File: src/rtl/core/piw_pkg.sv
// ============================================================================
// Projective inverse warp package
// Shared types, widths and codes for the projective inverse warp block.
// ============================================================================
`default_nettype none

package piw_pkg;

    localparam int SrcSideDef  = 512;
    localparam int OutSideDef  = 1024;
    localparam int CoefFracDef = 16;

    localparam int CoordW    = 10;
    localparam int CoordExtW = 13;
    localparam int PixW      = 24;
    localparam int CoefW     = 32;
    localparam int ProdW     = CoefW + CoordW + 1;
    localparam int SumW      = ProdW + 2;
    localparam int NumW      = SumW + 1;
    localparam int DenW      = SumW;
    localparam int CfgDataW  = 64;
    localparam int CfgIdxW   = 3;
    localparam int QueueDepth = 2;

    localparam logic KindLoad = 1'b0;
    localparam logic KindMap  = 1'b1;

    typedef enum logic [CfgIdxW-1:0] {
        CfgPairA  = 3'd0,
        CfgPairB  = 3'd1,
        CfgPairC  = 3'd2,
        CfgPairD  = 3'd3,
        CfgLast   = 3'd4,
        CfgWidth  = 3'd5,
        CfgHeight = 3'd6
    } piw_cfg_idx_t;

    typedef struct packed {
        logic              kind;
        logic [CoordW-1:0] pos_x;
        logic [CoordW-1:0] pos_y;
        logic [PixW-1:0]   pixel_in;
    } piw_in_t;

    typedef struct packed {
        logic [CoordW-1:0] out_x;
        logic [CoordW-1:0] out_y;
        logic [PixW-1:0]   pixel_out;
        logic              outside;
    } piw_out_t;

    typedef struct packed {
        logic [63:0]       pair_a;
        logic [63:0]       pair_b;
        logic [63:0]       pair_c;
        logic [63:0]       pair_d;
        logic [CoefW-1:0]  last;
        logic [CoordW-1:0] width;
        logic [CoordW-1:0] height;
    } piw_cfg_t;

    typedef struct packed {
        logic              is_map;
        logic              load_ok;
        logic [CoordW-1:0] pos_x;
        logic [CoordW-1:0] pos_y;
        logic [PixW-1:0]   pix;
    } piw_work_t;

    typedef struct packed {
        piw_work_t work;
        logic      zero;
    } piw_side_t;

endpackage

`default_nettype wire

File: src/rtl/core/piw_queue.sv
// ============================================================================
// Projective inverse warp queue
// Short queue of classified items between the front and back parts.
// ============================================================================
`default_nettype none

module piw_queue
    import piw_pkg::*;
(
    input  wire logic      clk,
    input  wire logic      rst_n,
    input  wire logic      push,
    input  wire piw_work_t push_work,
    input  wire logic      pop,
    output logic           empty,
    output logic           full,
    output piw_work_t      head
);

    localparam int PtrW = $clog2(QueueDepth);
    localparam int CntW = $clog2(QueueDepth + 1);

    piw_work_t         store_reg [QueueDepth];
    logic [PtrW-1:0]   wr_ptr_reg;
    logic [PtrW-1:0]   rd_ptr_reg;
    logic [CntW-1:0]   count_reg;
    logic              do_push;
    logic              do_pop;

    assign empty   = (count_reg == '0);
    assign full    = (count_reg == CntW'(QueueDepth));
    assign do_push = push && !full;
    assign do_pop  = pop && !empty;
    assign head    = store_reg[rd_ptr_reg];

    always_ff @(posedge clk or negedge rst_n)
    begin
        if (!rst_n)
        begin
            wr_ptr_reg <= '0;
            rd_ptr_reg <= '0;
            count_reg  <= '0;
        end
        else
        begin
            if (do_push)
            begin
                wr_ptr_reg <= PtrW'((32'(wr_ptr_reg) + 1) % QueueDepth);
            end
            if (do_pop)
            begin
                rd_ptr_reg <= PtrW'((32'(rd_ptr_reg) + 1) % QueueDepth);
            end
            if (do_push && !do_pop)
            begin
                count_reg <= count_reg + CntW'(1);
            end
            else if (do_pop && !do_push)
            begin
                count_reg <= count_reg - CntW'(1);
            end
        end
    end

    always_ff @(posedge clk)
    begin
        if (do_push)
        begin
            store_reg[wr_ptr_reg] <= push_work;
        end
    end

endmodule

`default_nettype wire

File: config.mk
export PLATFORM = sky130hd
export DESIGN_NAME = piw_queue
export DESIGN_NICKNAME = d
export VERILOG_FILES = /design/src/rtl/core/piw_pkg.sv /design/src/rtl/core/piw_queue.sv
export SDC_FILE = /design/constraint.sdc
export NUM_CORES = 1
export LEC_CHECK = 0
export ABC_AREA = 1
export BUFFER_PORTS_ARGS = -buffer_cell sky130_fd_sc_hd__buf_2
export CAP_MARGIN = 30
export CORE_ASPECT_RATIO = 1.4
export CORE_MARGIN = 4
export CORE_UTILIZATION = 45
export DETAILED_ROUTE_END_ITERATION = 6
export GPL_TIMING_DRIVEN = 1
export PLACE_DENSITY = 0.8
export SLEW_MARGIN = 20
export SYNTH_ARGS = -nofsm -noshare
export SYNTH_HDL_FRONTEND = slang
export SYNTH_SLANG_ARGS = --single-unit
File: constraint.sdc
create_clock -name clk -period 2.8 [get_ports clk]
set_input_delay 0.42 -clock clk [delete_from_list [all_inputs] [get_ports clk]]
set_output_delay 0.42 -clock clk [all_outputs]
set_load 0.05 [all_outputs]
==> Word level (Yosys, flattened, before mapping) <==
Memories as Yosys holds them, arrays and structs flattened.
Index checks and enable logic that the tools add are counted.
{ "totals": {"out_inout_bits": 48, "register_bits": 4, "in_bits": 50, "mem_bits_rw": 92, "mem_count": 1, "word_cells": 23} }
{ "classes": {"mux": 4, "n_eq_ne": 1, "add_sub_neg": 4, "reduce_logical": 10} }
{ "memory_table": {"columns": ["memory", "words", "word_bits", "rd", "rd_clocked_by_memory_dff", "wr", "line_no", "source"], "rows": [
  ["store_reg", 2, 46, 1, 0, 1, "piw_queue.sv:23", "piw_work_t store_reg [QueueDepth];"]
]} }
{ "ops": {"columns": ["cell", "count"], "rows": [
  ["logical AND 1 bit", 4],
  ["zero test 1 bit", 4],
  ["two-way mux 2 bit", 2],
  ["adder 1 bit (second input constant)", 2],
  ["adder 2 x 1 -> 2 bit (second input constant)", 1],
  ["== test 2 bit (second input constant)", 1],
  ["zero test 2 bit", 1],
  ["two-way mux 1 bit", 2],
  ["nonzero test 2 bit", 1],
  ["subtractor 2 x 1 -> 2 bit (second input constant)", 1]
]} }

==> Depth between registers and ports, before layout <==
Gate-level depths: netlist of the first run.
{ "depth": {"depth_word": 7, "depth_mapped": 9, "ltp_nobuf": 9} }

==> Least setup slack after synthesis of the first run <==
OpenSTA, ideal clock, no wires.
{ "synth_timing": {"kind": "reg-to-reg", "from": "register count_reg[1]", "to": "memory store_reg[1][0] in the netlist's numbering (enable)", "required_ps": 2350, "setup_time_ps": 450, "n_path_buf": 0, "path_slack_ps": -169, "path_stages_with_launch": 4, "arrival_ps": 2519, "cell_sequence": "dfrtp_1 inv_1 o21ai_0 nor2_1"} }
{ "synth_via": {"elab_chain_cells": 5} }
{ "synth_lines": {"columns": ["element", "line_no", "source"], "rows": [
  ["start: declaration", "piw_queue.sv:26", "logic [CntW-1:0] count_reg;"],
  ["start signal: assignment", "piw_queue.sv:56", "count_reg <= count_reg + CntW'(1);"],
  ["start signal: assignment", "piw_queue.sv:60", "count_reg <= count_reg - CntW'(1);"],
  ["== test 2 bit", "piw_queue.sv:31", "assign full = (count_reg == CntW'(QueueDepth));"],
  ["zero test 1 bit", "piw_queue.sv:32", "assign do_push = push && !full;"],
  ["logical AND 1 bit", "piw_queue.sv:32", null],
  ["two-way mux 1 bit", "piw_queue.sv:67", "if (do_push)"],
  ["two-way mux 1 bit (implied by the code)", "piw_queue.sv:69", "store_reg[wr_ptr_reg] <= push_work;"],
  ["end: declaration", "piw_queue.sv:23", null]
]} }
No other way between the ends.

==> impl_metrics.env, run 1 <==
export IMPL_cp_slowest_cell="inv_2"
export IMPL_initial_core_util=0.4626
export IMPL_syn_to_final_growth_pct=21.16
export IMPL_antenna_found_initial=2
export IMPL_drt_antenna_violating_nets=0
export IMPL_start_kind="flop"
export IMPL_via_per_inst=4.708
export IMPL_synth_seq_cells=96
export IMPL_hold_path_class="input port to flop"
export IMPL_multiInputGateArea_um2=629.4
export IMPL_crit_cells=4
export IMPL_setup_slack_ns=0.5457
export IMPL_firstDrtPassIters=4
export IMPL_dp_hpwl_um=4567
export IMPL_nNetsFinal=425
export IMPL_layout_drive_gt1_share=0.3113
export IMPL_rows=38
export IMPL_cts_root_buf="clkbuf_8"
export IMPL_clock_skew_final_ns=0.009122
export IMPL_wl_um=6940
export IMPL_via_count=2255
export IMPL_hold_violations=0
export IMPL_critical_path_class="flop to output port"
export IMPL_tightest_slew_ns=0.7839
export IMPL_post_route_min_period_ns=2.254
export IMPL_synth_edf_count=92
export IMPL_async_flop_share=0.04167
export IMPL_outcome="completed"
export IMPL_synth_common_cells="nand2_1 (147), edfxtp_1 (92), inv_1 (7)"
export IMPL_synth_top_cell_area_share=0.7659
export IMPL_power_leakage_nw=1.909
export IMPL_synth_area_leaders="edfxtp_1 (77%), nand2_1 (15%), dfrtp_1 (2.8%)"
export IMPL_synth_nets=323
export IMPL_post_cts_setup_buffers=0
export IMPL_yosysTopAreaCell="edfxtp_1"
export IMPL_cts_made_buffers=9
export IMPL_setup_viol=0
export IMPL_min_path_cells=1
export IMPL_grt_pass1_wl_um=11030
export IMPL_drc=0
export IMPL_wl_per_cell_um=14.49
export IMPL_peakVddDrop_uv=671.4
export IMPL_clock_latency_ns=0.35
export IMPL_path_max_fanout=47
export IMPL_place_ws_ns=0.8924
export IMPL_syn_inst=272
export IMPL_fin_setup_tns_ns=0
export IMPL_diodes=0
export IMPL_die_h_um=113.9
export IMPL_ys_flop_type="edfxtp_1"
export IMPL_slew_violations=0
export IMPL_cts_buffer_depth=2
export IMPL_endpoint_kind="output port"
export IMPL_fmax_mhz=443.6
export IMPL_dieArea_um2=9533
export IMPL_period_share=0.8051
export IMPL_htreeDepth=3
export IMPL_overflow=0
export IMPL_post_synth_top_count_cell="nand2_1"
export IMPL_critPathMaxStageDelay_ns=0.57
export IMPL_cp_top_family="buffers and inverters"
export IMPL_worst_path_buf_inv=2
export IMPL_synth_area_um2=3607
export IMPL_yosys_warnings=0
export IMPL_yosysUniqueCellTypes=16
export IMPL_largest_reg_flops=92
export IMPL_drt_iter0_drc=158
export IMPL_finalPower_mw=5.478
export IMPL_place_gp_congestion=0.7526
export IMPL_grt_start_max_net_pins=48
export IMPL_grt_use_total=0.1530
export IMPL_maxCapViolCount=0
export IMPL_postSynthAreaPerCell_um2=13.26
export IMPL_regArea_um2=2864
export IMPL_ff2ff_path_depth=3
export IMPL_path_cells="inv_2 -> nand2_1 -> nand2_1 -> buf_2"
export IMPL_grt_pass1_vias=2306
export IMPL_path_clk_slew_ns=0.08
export IMPL_slew_headroom=0.4766
export IMPL_core_um2=7797
export IMPL_cp_common_cell="nand2_1"
export IMPL_die_width_um=83.67
export IMPL_port_buffers=97
export IMPL_fillers=667
export IMPL_rsz0062_at_grt="no"
export IMPL_cts_tree="done"
export IMPL_p_per_area_nw_per_um2=1253
export IMPL_utilization=0.5605
export IMPL_critical_path_arrival_ns=1.83
export IMPL_crit_required_ns=2.38
export IMPL_pin_count=98
export IMPL_clock_sinks=96
export IMPL_ys_seq_area_frac=0.7936
worst paths after layout:
check / startpoint / endpoint / slack [ns]
max: rd_ptr_reg / head[13] / 0.55
min: push_work[26] / store_reg[0][26] / 0.25
max reg2reg: count_reg[0] / store_reg[1][16] / 0.95
min reg2reg: wr_ptr_reg / wr_ptr_reg / 0.50
max in group asynchronous: rst_n / rd_ptr_reg / 2.29
min in group asynchronous: rst_n / count_reg[0] / 0.38
worst reg2reg max path, cell delays in order (launching register included):
cell and delay (ns):
dfrtp_1 0.47, o21ai_0 0.24, nor2_4 0.54, buf_12 0.28
power by group:
group          switching [mW]  internal, mW
registers              0.0934          1.96
logic                    2.08         0.515
clock network           0.431         0.405
stage by stage:
| stage | instances | hold WS, ns | area [um^2] |
|---|---|---|---|
| 3_5_place_dp | 462 | 0.2265 | 4182 |
| 3_3_place_gp | 462 | 0.2284 | 4182 |
| 6_report | 479 | 0.2504 | 4370 |
| 4_1_cts | 479 | 0.2292 | 4370 |
| 5_1_grt | 479 | 0.2341 | 4370 |
| 2_1_floorplan | 272 | 0.1244 | 3610 |
area by class of cell:
type                            count  share of cell area
Clock buffer                       11             0.03006
Clock inverter                      5             0.01088
Inverter                            8            0.006871
Multi-Input combinational cell    158              0.1440
Sequential cell                    96              0.6553
Tap cell                          100             0.02863
Timing Repair Buffer              101              0.1242
routing by layer:
layer  routed length [um]  GRT usage  vias to the layer above
met5                   14          0                        -
met4                  237     0.1137                        4
met2                 3753     0.2661                       66
li1                     -          -                     1111
met3                  365    0.03107                       21
met1                 2568     0.1633                     1053
placed cells by master (no fill, tap or decap), drive strengths merged, types with 2 or more instances in the layout:
master / Yosys / layout
nor2: 4 / 4
nand2: 147 / 147
edfxtp: 92 / 92
o21ai: 2 / 2
buf: 10 / 100
dfrtp: 4 / 4
clkbuf: 0 / 11
clkinv: 0 / 4
inv: 8 / 8
logic make-up after synthesis:
group | count (synthesis) | synth area share
buf+inv | 18 | 0.03399
compound gates | 2 | 0.002775
xor+xnor | 1 | 0.002428
fa+ha+maj | 1 | 0.003468
simple gates | 154 | 0.1637
flops | 96 | 0.7936
timing repair:
action	4_1_cts	5_1_grt
hold buffers	1	0
gates resized for setup	0	0
endpoints found under the hold margin	4	0
Note: power is estimated with default switching activity, not from simulation.
==> inputs of run 2 (changes only) <==
Clock period 2.8 ns to 2 ns, I/O delays scaled along.
==> impl_metrics.env, run 2 (synthesis gave the netlist of run 1 again) <==
export IMPL_path_clk_slew_ns=0.08
export IMPL_grt_pass1_vias=2211
export IMPL_hold_violations=0
export IMPL_port_buffers=97
export IMPL_layout_common_cells="nand2_1 (147), buf_2 (97), edfxtp_1 (92)"
export IMPL_cts_made_buffers=9
export IMPL_hold_path_class="input port to flop"
export IMPL_tightest_slew_ns=0.4401
export IMPL_htreeDepth=3
export IMPL_whs_ns=0.1264
export IMPL_rows=38
export IMPL_cp_slowest_cell="dfrtp_2"
export IMPL_dieArea_um2=9533
export IMPL_grt_use_total=0.1469
export IMPL_syn_to_final_growth_pct=23.93
export IMPL_start_kind="flop"
export IMPL_multiInputGateArea_um2=634.4
export IMPL_regArea_um2=2864
export IMPL_core_um2=7797
export IMPL_grt_pass1_wl_um=10570
export IMPL_endpoint_kind="output port"
export IMPL_die_h_um=113.9
export IMPL_slew_headroom=0.7035
export IMPL_critPathMaxStageDelay_ns=0.42
export IMPL_grt_busiest_layer="met2"
export IMPL_path_cells="inv_2 -> buf_6 -> nand2_1 -> nand2_1 -> buf_2"
export IMPL_path_max_fanout=34
export IMPL_dp_hpwl_um=4498
export IMPL_setup_viol=0
export IMPL_drt_antenna_violating_nets=0
export IMPL_diodes=0
export IMPL_grtUsageMet1=0.1646
export IMPL_clock_skew_final_ns=0.008652
export IMPL_firstDrtPassIters=4
export IMPL_cp_common_cell="nand2_1"
export IMPL_period_share=0.9255
export IMPL_post_route_min_period_ns=1.851
export IMPL_via_per_inst=4.602
export IMPL_clock_sinks=96
export IMPL_min_path_cells=1
export IMPL_wl_per_cell_um=13.56
export IMPL_wl_um=6550
export IMPL_via_count=2223
export IMPL_nNetsFinal=429
export IMPL_grt_start_max_net_pins=48
export IMPL_antenna_found_initial=0
export IMPL_gr_usage_met2=0.2597
export IMPL_cts_root_buf="clkbuf_8"
export IMPL_fmax_mhz=540.3
export IMPL_rsz0062_at_grt="no"
export IMPL_cts_buffer_depth=2
export IMPL_crit_required_ns=1.70
export IMPL_cts_tree="done"
export IMPL_final_common_cell="nand2_1"
export IMPL_r2r_slack_ns=0.43
export IMPL_overflow=0
export IMPL_critical_path_class="flop to output port"
export IMPL_die_width_um=83.67
export IMPL_maxCapViolCount=0
export IMPL_critical_path_arrival_ns=1.55
export IMPL_clock_latency_ns=0.35
export IMPL_drt_iter0_drc=126
export IMPL_place_gp_congestion=0.7867
export IMPL_fin_setup_tns_ns=0
export IMPL_initial_core_util=0.4626
export IMPL_slew_violations=0
export IMPL_use_met3=0.02312
export IMPL_ff2ff_path_depth=6
export IMPL_fillers=661
export IMPL_outcome="completed"
export IMPL_layout_drive_gt1_share=0.3264
export IMPL_drc=0
export IMPL_post_cts_setup_buffers=0
export IMPL_largest_reg_flops=92
export IMPL_pin_count=98
-- run 2: worst paths after layout --
check,to,startpoint
min,store_reg[1][0],push_work[0]
max in group asynchronous,rd_ptr_reg,rst_n
max,head[23],rd_ptr_reg
min in group asynchronous,wr_ptr_reg,rst_n
min reg2reg,wr_ptr_reg,wr_ptr_reg
max reg2reg,store_reg[0][31],count_reg[1]
-- run 2: layout make-up --
| class | count | share of cell area |
|---|---|---|
| clock buffers | 9 | 0.02771 |
| clock inverters | 7 | 0.02995 |
| inverters | 8 | 0.007557 |
| multi-input cells | 158 | 0.1419 |
| flip-flops and latches | 96 | 0.6406 |
| well taps | 100 | 0.02799 |
| repair buffers | 105 | 0.1243 |
-- run 2: repair_timing --
action / 4_1_cts / 5_1_grt
gates resized for setup: 0 / 2
endpoints found under the setup margin: 0 / 38
hold buffers: 1 / 0
endpoints found under the hold margin: 4 / 0
-- run 2: worst max-delay path, delay by kind of cell, from the launching register on --
family | cells | cell delay [ns]
flops | 1 | 0.42
buf+inv | 3 | 0.57
simple gates | 2 | 0.19
-- run 2: metal layers --
metal  wire length, um  share of wire  up-vias
met2              3470           0.53       70
li1                  -              -     1117
met5                 0              0        -
met4               189          0.029        0
met3               347          0.053       11
met1              2542           0.39     1025
-- run 2: metrics by stage --
stage	setup WS (ns)	instances	utilization	cell area, um^2
6_report	0.1491	483	0.5733	4471
5_1_grt	0.04239	483	0.5733	4471
4_1_cts	0.003302	483	0.5724	4463
3_5_place_dp	0.4131	466	0.5380	4195
3_3_place_gp	0.4500	466	0.5380	4195
2_1_floorplan	0.01822	272	-	3623
Power of run 2 is not shown: default switching activity piles up to over one toggle a cycle in this logic, so the estimate is an artifact.
