### config.mk
export PLATFORM = sky130hd
export DESIGN_NAME = piw_front
export DESIGN_NICKNAME = d
export VERILOG_FILES = /design/src/rtl/core/piw_pkg.sv /design/src/rtl/core/piw_front.sv
export SDC_FILE = /design/constraint.sdc
export NUM_CORES = 1
export LEC_CHECK = 0
export BUFFER_PORTS_ARGS = -buffer_cell sky130_fd_sc_hd__clkbuf_2
export CORE_AREA = 2 2 183 185
export DETAILED_ROUTE_END_ITERATION = 8
export DIE_AREA = 0 0 185 187
export GPL_ROUTABILITY_DRIVEN = 0
export PLACE_DENSITY = 0.72
export SLEW_MARGIN = 30
export SYNTH_ARGS = -nofsm -noshare
export SYNTH_HDL_FRONTEND = slang
export SYNTH_SLANG_ARGS = --single-unit
### constraint.sdc
create_clock -name clk -period 0.8 [get_ports clk]
set_input_delay 0.08 -clock clk [delete_from_list [all_inputs] [get_ports clk]]
set_output_delay 0.08 -clock clk [all_outputs]
set_load 0.01 [all_outputs]
### src/rtl/core/piw_pkg.sv
// ============================================================================
// Projective inverse warp package
// Shared types, widths and codes for the projective inverse warp block.
// ============================================================================
`default_nettype none

package piw_pkg;

    localparam int SrcSideDef  = 512;
    localparam int OutSideDef  = 1024;
    localparam int CoefFracDef = 16;

    localparam int CoordW    = 10;
    localparam int CoordExtW = 13;
    localparam int PixW      = 24;
    localparam int CoefW     = 32;
    localparam int ProdW     = CoefW + CoordW + 1;
    localparam int SumW      = ProdW + 2;
    localparam int NumW      = SumW + 1;
    localparam int DenW      = SumW;
    localparam int CfgDataW  = 64;
    localparam int CfgIdxW   = 3;
    localparam int QueueDepth = 2;

    localparam logic KindLoad = 1'b0;
    localparam logic KindMap  = 1'b1;

    typedef enum logic [CfgIdxW-1:0] {
        CfgPairA  = 3'd0,
        CfgPairB  = 3'd1,
        CfgPairC  = 3'd2,
        CfgPairD  = 3'd3,
        CfgLast   = 3'd4,
        CfgWidth  = 3'd5,
        CfgHeight = 3'd6
    } piw_cfg_idx_t;

    typedef struct packed {
        logic              kind;
        logic [CoordW-1:0] pos_x;
        logic [CoordW-1:0] pos_y;
        logic [PixW-1:0]   pixel_in;
    } piw_in_t;

    typedef struct packed {
        logic [CoordW-1:0] out_x;
        logic [CoordW-1:0] out_y;
        logic [PixW-1:0]   pixel_out;
        logic              outside;
    } piw_out_t;

    typedef struct packed {
        logic [63:0]       pair_a;
        logic [63:0]       pair_b;
        logic [63:0]       pair_c;
        logic [63:0]       pair_d;
        logic [CoefW-1:0]  last;
        logic [CoordW-1:0] width;
        logic [CoordW-1:0] height;
    } piw_cfg_t;

    typedef struct packed {
        logic              is_map;
        logic              load_ok;
        logic [CoordW-1:0] pos_x;
        logic [CoordW-1:0] pos_y;
        logic [PixW-1:0]   pix;
    } piw_work_t;

    typedef struct packed {
        piw_work_t work;
        logic      zero;
    } piw_side_t;

endpackage

`default_nettype wire

### src/rtl/core/piw_front.sv
// ============================================================================
// Projective inverse warp front end
// Holds the configuration registers, accepts items and classifies them.
// ============================================================================
`default_nettype none

module piw_front
    import piw_pkg::*;
#(
    parameter int SRC_SIDE  = SrcSideDef,
    parameter int OUT_SIDE  = OutSideDef,
    parameter int COEF_FRAC = CoefFracDef
) (
    input  wire logic                clk,
    input  wire logic                rst_n,
    input  wire logic                start,
    input  wire piw_in_t             in_item,
    input  wire logic                queue_full,
    input  wire logic                cfg_valid,
    input  wire logic [CfgIdxW-1:0]  cfg_index,
    input  wire logic [CfgDataW-1:0] cfg_data,
    output piw_cfg_t                 cfg,
    output logic                     push,
    output piw_work_t                push_work
);

    localparam logic [CoordW-1:0] CoordMask = CoordW'(OUT_SIDE - 1);

    piw_cfg_t  cfg_reg;
    logic      front_valid_reg;
    piw_work_t front_work_reg;
    piw_work_t front_work_next;
    logic      accept;
    logic [CoordW-1:0] mx;
    logic [CoordW-1:0] my;

    assign accept = start && !queue_full;
    assign mx = in_item.pos_x & CoordMask;
    assign my = in_item.pos_y & CoordMask;

    always_comb
    begin
        front_work_next.is_map  = (in_item.kind == KindMap);
        front_work_next.load_ok = (CoordExtW'(mx) < CoordExtW'(SRC_SIDE))
                               && (CoordExtW'(my) < CoordExtW'(SRC_SIDE));
        front_work_next.pos_x   = mx;
        front_work_next.pos_y   = my;
        front_work_next.pix     = in_item.pixel_in;
    end

    always_ff @(posedge clk or negedge rst_n)
    begin
        if (!rst_n)
        begin
            cfg_reg.pair_a  <= 64'(1) << (32 + COEF_FRAC);
            cfg_reg.pair_b  <= '0;
            cfg_reg.pair_c  <= 64'(1) << (32 + COEF_FRAC);
            cfg_reg.pair_d  <= '0;
            cfg_reg.last    <= CoefW'(1) << COEF_FRAC;
            cfg_reg.width   <= CoordW'(512);
            cfg_reg.height  <= CoordW'(512);
            front_valid_reg <= 1'b0;
        end
        else
        begin
            front_valid_reg <= accept;
            if (cfg_valid)
            begin
                case (piw_cfg_idx_t'(cfg_index))
                    CfgPairA:  cfg_reg.pair_a <= cfg_data;
                    CfgPairB:  cfg_reg.pair_b <= cfg_data;
                    CfgPairC:  cfg_reg.pair_c <= cfg_data;
                    CfgPairD:  cfg_reg.pair_d <= cfg_data;
                    CfgLast:   cfg_reg.last   <= cfg_data[CoefW-1:0];
                    CfgWidth:  cfg_reg.width  <= cfg_data[CoordW-1:0];
                    CfgHeight: cfg_reg.height <= cfg_data[CoordW-1:0];
                    default:   ;
                endcase
            end
        end
    end

    always_ff @(posedge clk)
    begin
        if (accept)
        begin
            front_work_reg <= front_work_next;
        end
    end

    assign cfg       = cfg_reg;
    assign push      = front_valid_reg;
    assign push_work = front_work_reg;

endmodule

`default_nettype wire

# After elaboration in Yosys (flattened, before gate mapping)
# Cells that the tools add are included.
[totals]
ff_bits = 355
in_bits = 117
out_inout_bits = 355
wordCells = 32
[classes]
magnitude_cmp = 2
eq_ne = 6
reduce_logical = 11
[op_table]
columns = ["operator", "n"]
rows = [
  ["< comparator 10 bit (second input constant)", 2],
  ["AND reduction 2 bit", 7],
  ["equality test 3 bit (second input constant)", 3],
  ["equality test 3 x 2 -> 1 bit (second input constant)", 2],
  ["equality test 3 x 1 -> 1 bit (second input constant)", 1],
  ["logical NOT 3 bit", 1],
  ["logical AND 1 bit", 2],
  ["logical NOT 1 bit", 1],
]

# Depth between registers and ports, before layout
# Gate-level depths: netlist (run 1).
[logic_depth]
word_depth = 2
ltp_mapped = 4
ltp_nobuf = 2

# Worst setup path before layout (run 1)
# OpenSTA, ideal clock, no wires.
[synth_timing]
path_type = "input-to-reg"
from = "in queue_full"
to = "reg front_work_reg (netlist bit push_work[0]), enable pin"
setup_ps = 457
t_arrival_ps = 2175
required_ps = 343
setup_slack_ps = -1832
stages = 1
n_path_buf = 0
path_cell_list = "nor2b_1"
[synth_via]
elab_chain_len = 2
[synth_rtl]
columns = ["item", "line_no", "source"]
rows = [
  ["from (decl)", "piw_front.sv:18", "input wire logic queue_full,"],
  ["logical NOT 1 bit", "piw_front.sv:37", "assign accept = start && !queue_full;"],
  ["logical AND 1 bit", "piw_front.sv:37", ""],
  ["to (signal assigned)", "piw_front.sv:87", "front_work_reg <= front_work_next;"],
  ["to (decl)", "piw_front.sv:31", "piw_work_t front_work_reg;"],
]
# Every way passes these cells.
# A chain may end at the register's enable or synchronous reset.

# Worst setup path in the final report (run 1)
[layout_timing]
from = "reg cfg_reg (netlist bit cfg[155])"
to = "out cfg[155] (netlist name)"
[layout_rtl]
columns = ["item", "line_no", "source"]
rows = [
  ["from (decl)", "piw_front.sv:29", "piw_cfg_t cfg_reg;"],
  ["to (decl)", "piw_front.sv:22", "output piw_cfg_t cfg,"],
]
# No word-level cell between the ends.

==> results of run 1 <==
-- cells in the mapped netlist --
| cell type | count |
|---|---|
| and4bb_1 | 3 |
| buf_12 | 18 |
| buf_2 | 4 |
| buf_4 | 6 |
| buf_6 | 6 |
| dfrtp_1 | 304 |
| dfstp_2 | 5 |
| edfxtp_1 | 46 |
| mux2_2 | 158 |
| mux2_4 | 150 |
| nand4b_1 | 3 |
| nor2_1 | 1 |
| nor2b_1 | 1 |
| nor4b_2 | 1 |
-- cell families (layout without fill, tap and decap cells) --
group / after synthesis / after routing / share of synthesized area, %
buf+inv: 34 / 929 / 3.59
other cells: 0 / 6 / 0
flops: 355 / 355 / 66.4
mux: 308 / 308 / 29.4
simple gates: 9 / 9 / 0.647
-- power by group --
part	switching [W]	total, W	leakage, nW	internal (W)
clock	0.00756	0.0186	0.624	0.0110
combinational	0.00747	0.0199	6.57	0.0124
sequential	0.00294	0.0249	4.13	0.0220
-- final cells by class --
type	instances	area (um^2)	area share, %
timing repair buffer	862	7790	33.5
antenna	6	15.0	0.0645
clock buffer	53	1080	4.64
clock inverter	14	203	0.871
tap	448	561	2.41
sequential	355	9120	39.2
multi-input combinational	317	4500	19.3
-- through the flow --
stage               total power (W)  setup WS (ns)  cell area [um^2]
floorplan                    0.0306         -0.423             14100
global placement             0.0366         -0.590             17300
detailed placement           0.0369         -0.661             17300
CTS                          0.0584         -0.491             21500
global route                 0.0655         -0.530             23300
finish                       0.0634         -0.527             23300
-- repair_timing --
item / in CTS / in global routing
setup endpoints to repair: 533 / 609
setup buffers: 150 / 116
pin swaps: 2 / 2
hold buffers: 112 / 0
gates resized for setup: 86 / 458
endpoints found under the hold margin: 664 / 0
cloned: 10 / 10
-- per-layer routing --
layer | global-route usage (%) | share of wire [%]
met2 | 42.6 | 46
met4 | 11.2 | 5.6
met5 | 0 | 0.15
met3 | 8.33 | 10
met1 | 32.5 | 38
-- path summary, 6_finish.rpt --
kind	from	endpoint	slack, ns	cells past startpoint
setup / recovery	cfg[155]	cfg[155]	-0.53	1
hold / removal	queue_full	push_work[23]	0.06	3
setup reg to reg	cfg[178]	cfg[178]	-0.29	3
hold reg to reg	cfg[75]	cfg[75]	0.50	1
max in group asynchronous	rst_n	cfg[0]	0.21	3
min in group asynchronous	rst_n	cfg[14]	0.10	3
==> impl_metrics.env, run 1 <==
export IMPL_status="finished, violations left"
export IMPL_violations="negative setup slack"
export IMPL_h_tree_depth=2
export IMPL_clock_path_buffers=3
export IMPL_synth_net_count=823
export IMPL_period_minus_slack_ns=1.33
export IMPL_rows=67
export IMPL_pin_count=472
export IMPL_drc=0
export IMPL_synth_top_area_share_pct=55.4
export IMPL_dp_cells=1659
export IMPL_vdd_drop_max_mv=2.21
export IMPL_cap_violations=0
export IMPL_slew_headroom_pct=75.7
export IMPL_port_buffers=471
export IMPL_period_share_pct=166
export IMPL_die_w_um=185
export IMPL_finalHoldViolations=0
export IMPL_dp_hpwl_um=26600
export IMPL_fin_worst_skew_ns=0
export IMPL_grt_pass1_wl_um=69000
export IMPL_largest_reg_flops=308
export IMPL_layout_commonest_cell="clkbuf_2"
export IMPL_grt_pass1_vias=10957
export IMPL_cts_buffers=38
export IMPL_wirelength_um=53900
export IMPL_crit_fanout=2
export IMPL_clkSlewWorstSetupHoldPaths_ns=0.07
export IMPL_drv_slew=0
export IMPL_cp_start_kind="flip-flop"
export IMPL_synth_area_leaders="dfrtp_1 (55%), mux2_4 (16%), mux2_2 (13%), edfxtp_1 (10%), buf_12 (2.6%)"
export IMPL_cp_num_buf_inv=1
export IMPL_grt_start_max_net_pins=42
export IMPL_syn_area_um2=13700
export IMPL_clock_sinks=355
export IMPL_leakage_nw=11.3
export IMPL_fmax_mhz=754
export IMPL_cts_root_buffer_cell="clkbuf_16"
export IMPL_avgSynthCellArea_um2=19.5
export IMPL_nNetsFinal=1691
export IMPL_drt_iter0_drc=607
export IMPL_firstDrtPassIters=4
export IMPL_route_vias_total=10437
export IMPL_setup_violations=614
export IMPL_path_class="flip-flop to output pin"
export IMPL_synth_largest_area_cell="dfrtp_1"
export IMPL_drtAntennaViolNets=0
export IMPL_ys_types=14
export IMPL_yosysWarnings=0
export IMPL_p_per_area_nw_per_um2=2720
export IMPL_crit_chain="clkbuf_2"
export IMPL_critPathCaptureType="output pin"
export IMPL_critPathSlowestCell="dfrtp_1"
export IMPL_nFillCells=1936
export IMPL_post_drt_wl_per_cell_um=26.3
export IMPL_gr_total_overflow=0
export IMPL_initial_utilization_pct=41.8
export IMPL_max_stage_delay_ns=0.51
export IMPL_syn_inst=706
export IMPL_setup_tns_ns=-140.74
export IMPL_die_area_um2=34600
export IMPL_core_um2=32900
export IMPL_die_h_um=187
export IMPL_final_cell_mix="clkbuf_2 (335), dfrtp_1 (304), buf_6 (270)"
export IMPL_critPathRequiredTime_ns=0.72
export IMPL_synth_yosys_seq_area_share_pct=66.4
export IMPL_grt_use_total_pct=26.3
export IMPL_final_cells=2055
export IMPL_worst_pin_slew_ns=0.363
export IMPL_drive_gt1_share_pct=70.3
export IMPL_final_util_pct=70.8
export IMPL_area_growth_synth_to_final_pct=69.4
export IMPL_vias_per_cell=5.08
export IMPL_finalHoldWorstSlack_ns=0.0560
export IMPL_arrival_ns=1.25
export IMPL_tritoncts="yes"
export IMPL_synth_seq_cells=355
export IMPL_rsz0062_at_grt="true"
export IMPL_antenna_found_initial=5
export IMPL_hp_class="input port to flip-flop"
export IMPL_clock_latency_ns=0.50
export IMPL_final_setup_worst_slack_ns=-0.527
export IMPL_path_delay_family="flip-flops"
Note: power is estimated with default switching activity, not from simulation.
==> inputs of run 2 (changes only) <==
CAP_MARGIN = 5   (was unset)
clock period = 1.1 ns   (was 0.8 ns; I/O delays follow)
==> impl_metrics.env, run 2 (synthesis results as in run 1) <==
export IMPL_fin_worst_skew_ns=0
export IMPL_firstDrtPassIters=4
export IMPL_drive_gt1_share_pct=70.3
export IMPL_grt_pass1_vias=10266
export IMPL_cts_buffers=38
export IMPL_p_total_w=0.0434
export IMPL_h_tree_depth=2
export IMPL_final_util_pct=66.6
export IMPL_violations="negative setup slack"
export IMPL_max_stage_delay_ns=0.56
export IMPL_die_h_um=187
export IMPL_cp_num_buf_inv=1
export IMPL_cap_violations=0
export IMPL_rows=67
export IMPL_vdd_drop_max_mv=1.54
export IMPL_die_area_um2=34600
export IMPL_pin_count=472
export IMPL_antenna_found_initial=3
export IMPL_tritoncts="yes"
export IMPL_arrival_ns=1.17
export IMPL_cp_start_kind="flip-flop"
export IMPL_nNetsFinal=1693
export IMPL_worst_pin_slew_ns=0.425
export IMPL_grt_pass1_wl_um=62500
export IMPL_cts_root_buffer_cell="clkbuf_16"
export IMPL_layout_commonest_cell="clkbuf_2"
export IMPL_drv_slew=0
export IMPL_dp_hpwl_um=26200
export IMPL_die_w_um=185
export IMPL_gr_total_overflow=0
export IMPL_route_vias_total=9935
export IMPL_finalHoldWorstSlack_ns=0.0353
export IMPL_status="finished, violations left"
export IMPL_nFillCells=2113
export IMPL_setup_tns_ns=-14.98
export IMPL_leakage_nw=10.8
export IMPL_period_minus_slack_ns=1.28
export IMPL_drtAntennaViolNets=0
export IMPL_crit_chain="buf_6"
export IMPL_critPathCaptureType="output pin"
export IMPL_wirelength_um=45200
export IMPL_final_cell_mix="clkbuf_2 (342), dfrtp_1 (304), buf_4 (260)"
export IMPL_critPathRequiredTime_ns=0.99
export IMPL_drc=0
export IMPL_area_growth_synth_to_final_pct=59.4
export IMPL_grt_use_total_pct=23.6
export IMPL_largest_reg_flops=308
export IMPL_slew_headroom_pct=71.6
export IMPL_port_buffers=471
export IMPL_dp_slack_ns=-0.373
export IMPL_grt_start_max_net_pins=46
export IMPL_clock_sinks=355
export IMPL_path_class="flip-flop to output pin"
export IMPL_p_per_area_nw_per_um2=1980
export IMPL_initial_utilization_pct=41.8
export IMPL_crit_fanout=2
export IMPL_path_delay_family="flip-flops"
export IMPL_setup_violations=355
export IMPL_clock_path_buffers=3
export IMPL_finalHoldViolations=0
export IMPL_vias_per_cell=4.84
export IMPL_final_setup_worst_slack_ns=-0.185
export IMPL_rsz0062_at_grt="true"
export IMPL_period_share_pct=117
export IMPL_hp_class="input port to flip-flop"
export IMPL_post_drt_wl_per_cell_um=22.0
export IMPL_drt_iter0_drc=456
export IMPL_clkSlewWorstSetupHoldPaths_ns=0.06
export IMPL_critPathSlowestCell="dfstp_2"
export IMPL_core_um2=32900
export IMPL_clock_latency_ns=0.50
export IMPL_fmax_mhz=778
==> run 2: final cells by class <==
class	count	area (um^2)	share of cell area, %
flip-flops and latches	355	9120	41.7
multi-input cells	317	4370	20.0
diodes	3	7.51	0.0343
clock inverters	10	77.6	0.354
repair buffers	864	6680	30.5
well taps	448	561	2.56
clock buffers	55	1080	4.92
==> run 2: worst paths after layout <==
path / start / slack, ns / to / depth (start not counted)
setup reg to reg: cfg[223] / 0.03 / cfg[223] / 3
hold reg to reg: cfg[81] / 0.50 / cfg[81] / 1
setup / recovery: cfg[164] / -0.18 / cfg[164] / 1
hold / removal: cfg_data[9] / 0.04 / cfg[189] / 2
min in group asynchronous: rst_n / 0.16 / cfg[181] / 3
max in group asynchronous: rst_n / 0.42 / cfg[306] / 4
==> run 2: repair_timing <==
action	4_1_cts	5_1_grt
setup buffers	127	97
hold endpoints to repair	647	0
hold buffers	109	0
resized for setup	17	271
endpoints found under the setup margin	355	355
==> run 2: metrics by stage <==
| step | std cells | area (um^2) |
|---|---|---|
| floorplan | 706 | 14000 |
| global placement | 1651 | 17200 |
| detailed placement | 1651 | 17200 |
| CTS | 1952 | 20500 |
| global route | 2052 | 21900 |
| finish | 2052 | 21900 |
==> run 2: routing by layer <==
layer | GRT usage (%) | up-vias | part of all wire (%)
li1 | - | 4272 | -
met1 | 28.1 | 5047 | 37
met2 | 39.7 | 476 | 50
met3 | 6.27 | 140 | 7.6
met4 | 11.2 | 0 | 5.2
met5 | 0 | - | 0
==> run 2: where the power goes <==
part / switching, W / leakage (nW) / total [W] / internal, W
clock network: 0.00515 / 0.571 / 0.0122 / 0.00702
logic: 0.00513 / 6.07 / 0.0134 / 0.00831
registers: 0.00182 / 4.13 / 0.0178 / 0.0160
total: 0.0121 / 10.8 / 0.0434 / 0.0313
==> inputs of run 3 (changes only) <==
PLACE_DENSITY = unset   (was 0.72)
PLACE_DENSITY_LB_ADDON = 0.08   (was unset)
==> impl_metrics.env, run 3 (synthesis results as in run 1) <==
export IMPL_status="finished, violations left"
export IMPL_violations="negative setup slack"
export IMPL_period_share_pct=116
export IMPL_drive_gt1_share_pct=69.7
export IMPL_fmax_mhz=787
export IMPL_path_class="flip-flop to output pin"
export IMPL_clock_sinks=355
export IMPL_port_buffers=471
export IMPL_area_growth_synth_to_final_pct=59.7
export IMPL_layout_commonest_cell="clkbuf_2"
export IMPL_clock_path_buffers=3
export IMPL_rows=67
export IMPL_placed_area_um2=17200
export IMPL_period_minus_slack_ns=1.27
export IMPL_grt_pass1_wl_um=58100
export IMPL_slew_headroom_pct=75.7
export IMPL_dp_slack_ns=-0.368
export IMPL_grt_start_max_net_pins=61
export IMPL_cp_start_kind="flip-flop"
export IMPL_fin_area_um2=21900
export IMPL_max_stage_delay_ns=0.55
export IMPL_cts_root_buffer_cell="clkbuf_16"
export IMPL_vias_per_cell=4.56
export IMPL_drt_iter0_drc=319
export IMPL_final_cells=2034
export IMPL_drc=0
export IMPL_grt_pass1_vias=9849
export IMPL_grt_use_total_pct=21.8
export IMPL_wirelength_um=39300
export IMPL_rsz0062_at_grt="true"
export IMPL_pin_count=472
export IMPL_crit_fanout=2
export IMPL_critPathCaptureType="output pin"
export IMPL_largest_reg_flops=308
export IMPL_hp_class="input port to async pin"
export IMPL_clock_latency_ns=0.50
export IMPL_arrival_ns=1.16
export IMPL_worst_pin_slew_ns=0.363
export IMPL_fin_worst_skew_ns=0
export IMPL_final_cell_mix="clkbuf_2 (331), dfrtp_1 (304), buf_4 (232)"
export IMPL_core_um2=32900
export IMPL_crit_chain="buf_8"
export IMPL_route_vias_total=9281
export IMPL_drtAntennaViolNets=0
export IMPL_final_setup_worst_slack_ns=-0.171
export IMPL_clkSlewWorstSetupHoldPaths_ns=0.06
export IMPL_gr_total_overflow=0
export IMPL_setup_violations=351
export IMPL_firstDrtPassIters=6
export IMPL_critPathSlowestCell="dfstp_2"
export IMPL_die_area_um2=34600
export IMPL_diodes=0
export IMPL_path_delay_family="flip-flops"
export IMPL_cap_violations=0
export IMPL_dp_hpwl_um=25900
export IMPL_critPathRequiredTime_ns=0.99
export IMPL_die_w_um=185
export IMPL_h_tree_depth=2
export IMPL_p_per_area_nw_per_um2=1970
export IMPL_tritoncts="yes"
export IMPL_initial_utilization_pct=41.8
export IMPL_antenna_found_initial=0
export IMPL_nFillCells=2397
export IMPL_r2r_slack_ns=0.05
export IMPL_nNetsFinal=1676
export IMPL_p_total_w=0.0432
export IMPL_cp_num_buf_inv=1
export IMPL_cts_buffers=40
export IMPL_finalHoldViolations=0
export IMPL_vdd_drop_max_mv=1.10
export IMPL_leakage_nw=10.7
export IMPL_die_h_um=187
export IMPL_dp_cells=1651
export IMPL_post_drt_wl_per_cell_um=19.3
export IMPL_drv_slew=0
## run 3: cell count changes in the layout (fill, tap and decap cells not counted), moves of 2 or more
cell,previous run,this run
clkbuf_16,39,41
clkbuf_2,342,331
buf_4,260,232
diode_2,3,0
buf_6,107,115
buf_2,8,11
clkbuf_8,14,16
buf_12,24,28
dlygate4sd3_1,109,114
## run 3: repair_timing
action | in CTS | in global routing
gates cloned | 0 | 0
setup buffers | 115 | 85
resized for setup | 16 | 307
hold buffers | 114 | 0
endpoints found under the hold margin | 664 | 0
endpoints found under the setup margin | 355 | 355
## run 3: path summary, 6_finish.rpt
| check | cells past startpoint | startpoint | endpoint |
|---|---|---|---|
| min in group clk | 4 | cfg_index[2] | cfg[255] |
| max in group asynchronous | 3 | rst_n | cfg[83] |
| hold reg to reg | 1 | cfg[112] | cfg[112] |
| setup / recovery | 1 | cfg[36] | cfg[36] |
| setup reg to reg | 3 | cfg[226] | cfg[226] |
| hold / removal | 3 | rst_n | cfg[79] |
## run 3: through the flow
step	util [%]	hold slack, ns	TNS (ns)
finish	66.7	0.177	-12.28
global route	66.7	0.197	-25.79
CTS	62.6	0.169	-19.45
detailed placement	52.4	-0.0611	-85.95
global placement	52.4	-0.0585	-76.05
floorplan	-	-0.186	-12.99
## run 3: layout make-up
type / instances / area (um^2) / share of cell area (%)
Sequential cell: 355 / 9120 / 41.6
Timing Repair Buffer: 845 / 6650 / 30.3
Multi-Input combinational cell: 317 / 4370 / 19.9
Clock buffer: 59 / 1150 / 5.26
Tap cell: 448 / 561 / 2.56
Clock inverter: 10 / 77.6 / 0.354
## run 3: metal layers
metal	wire length, um	track usage (%)
met5	0	0
met3	2930	6.62
met2	19200	35.9
met4	1170	7.05
met1	16000	27.5
## run 3: where the power goes
part           switching, W  leakage [nW]  internal [W]
registers           0.00167          4.13        0.0160
clock network       0.00511         0.608       0.00747
logic               0.00476          6.00       0.00821
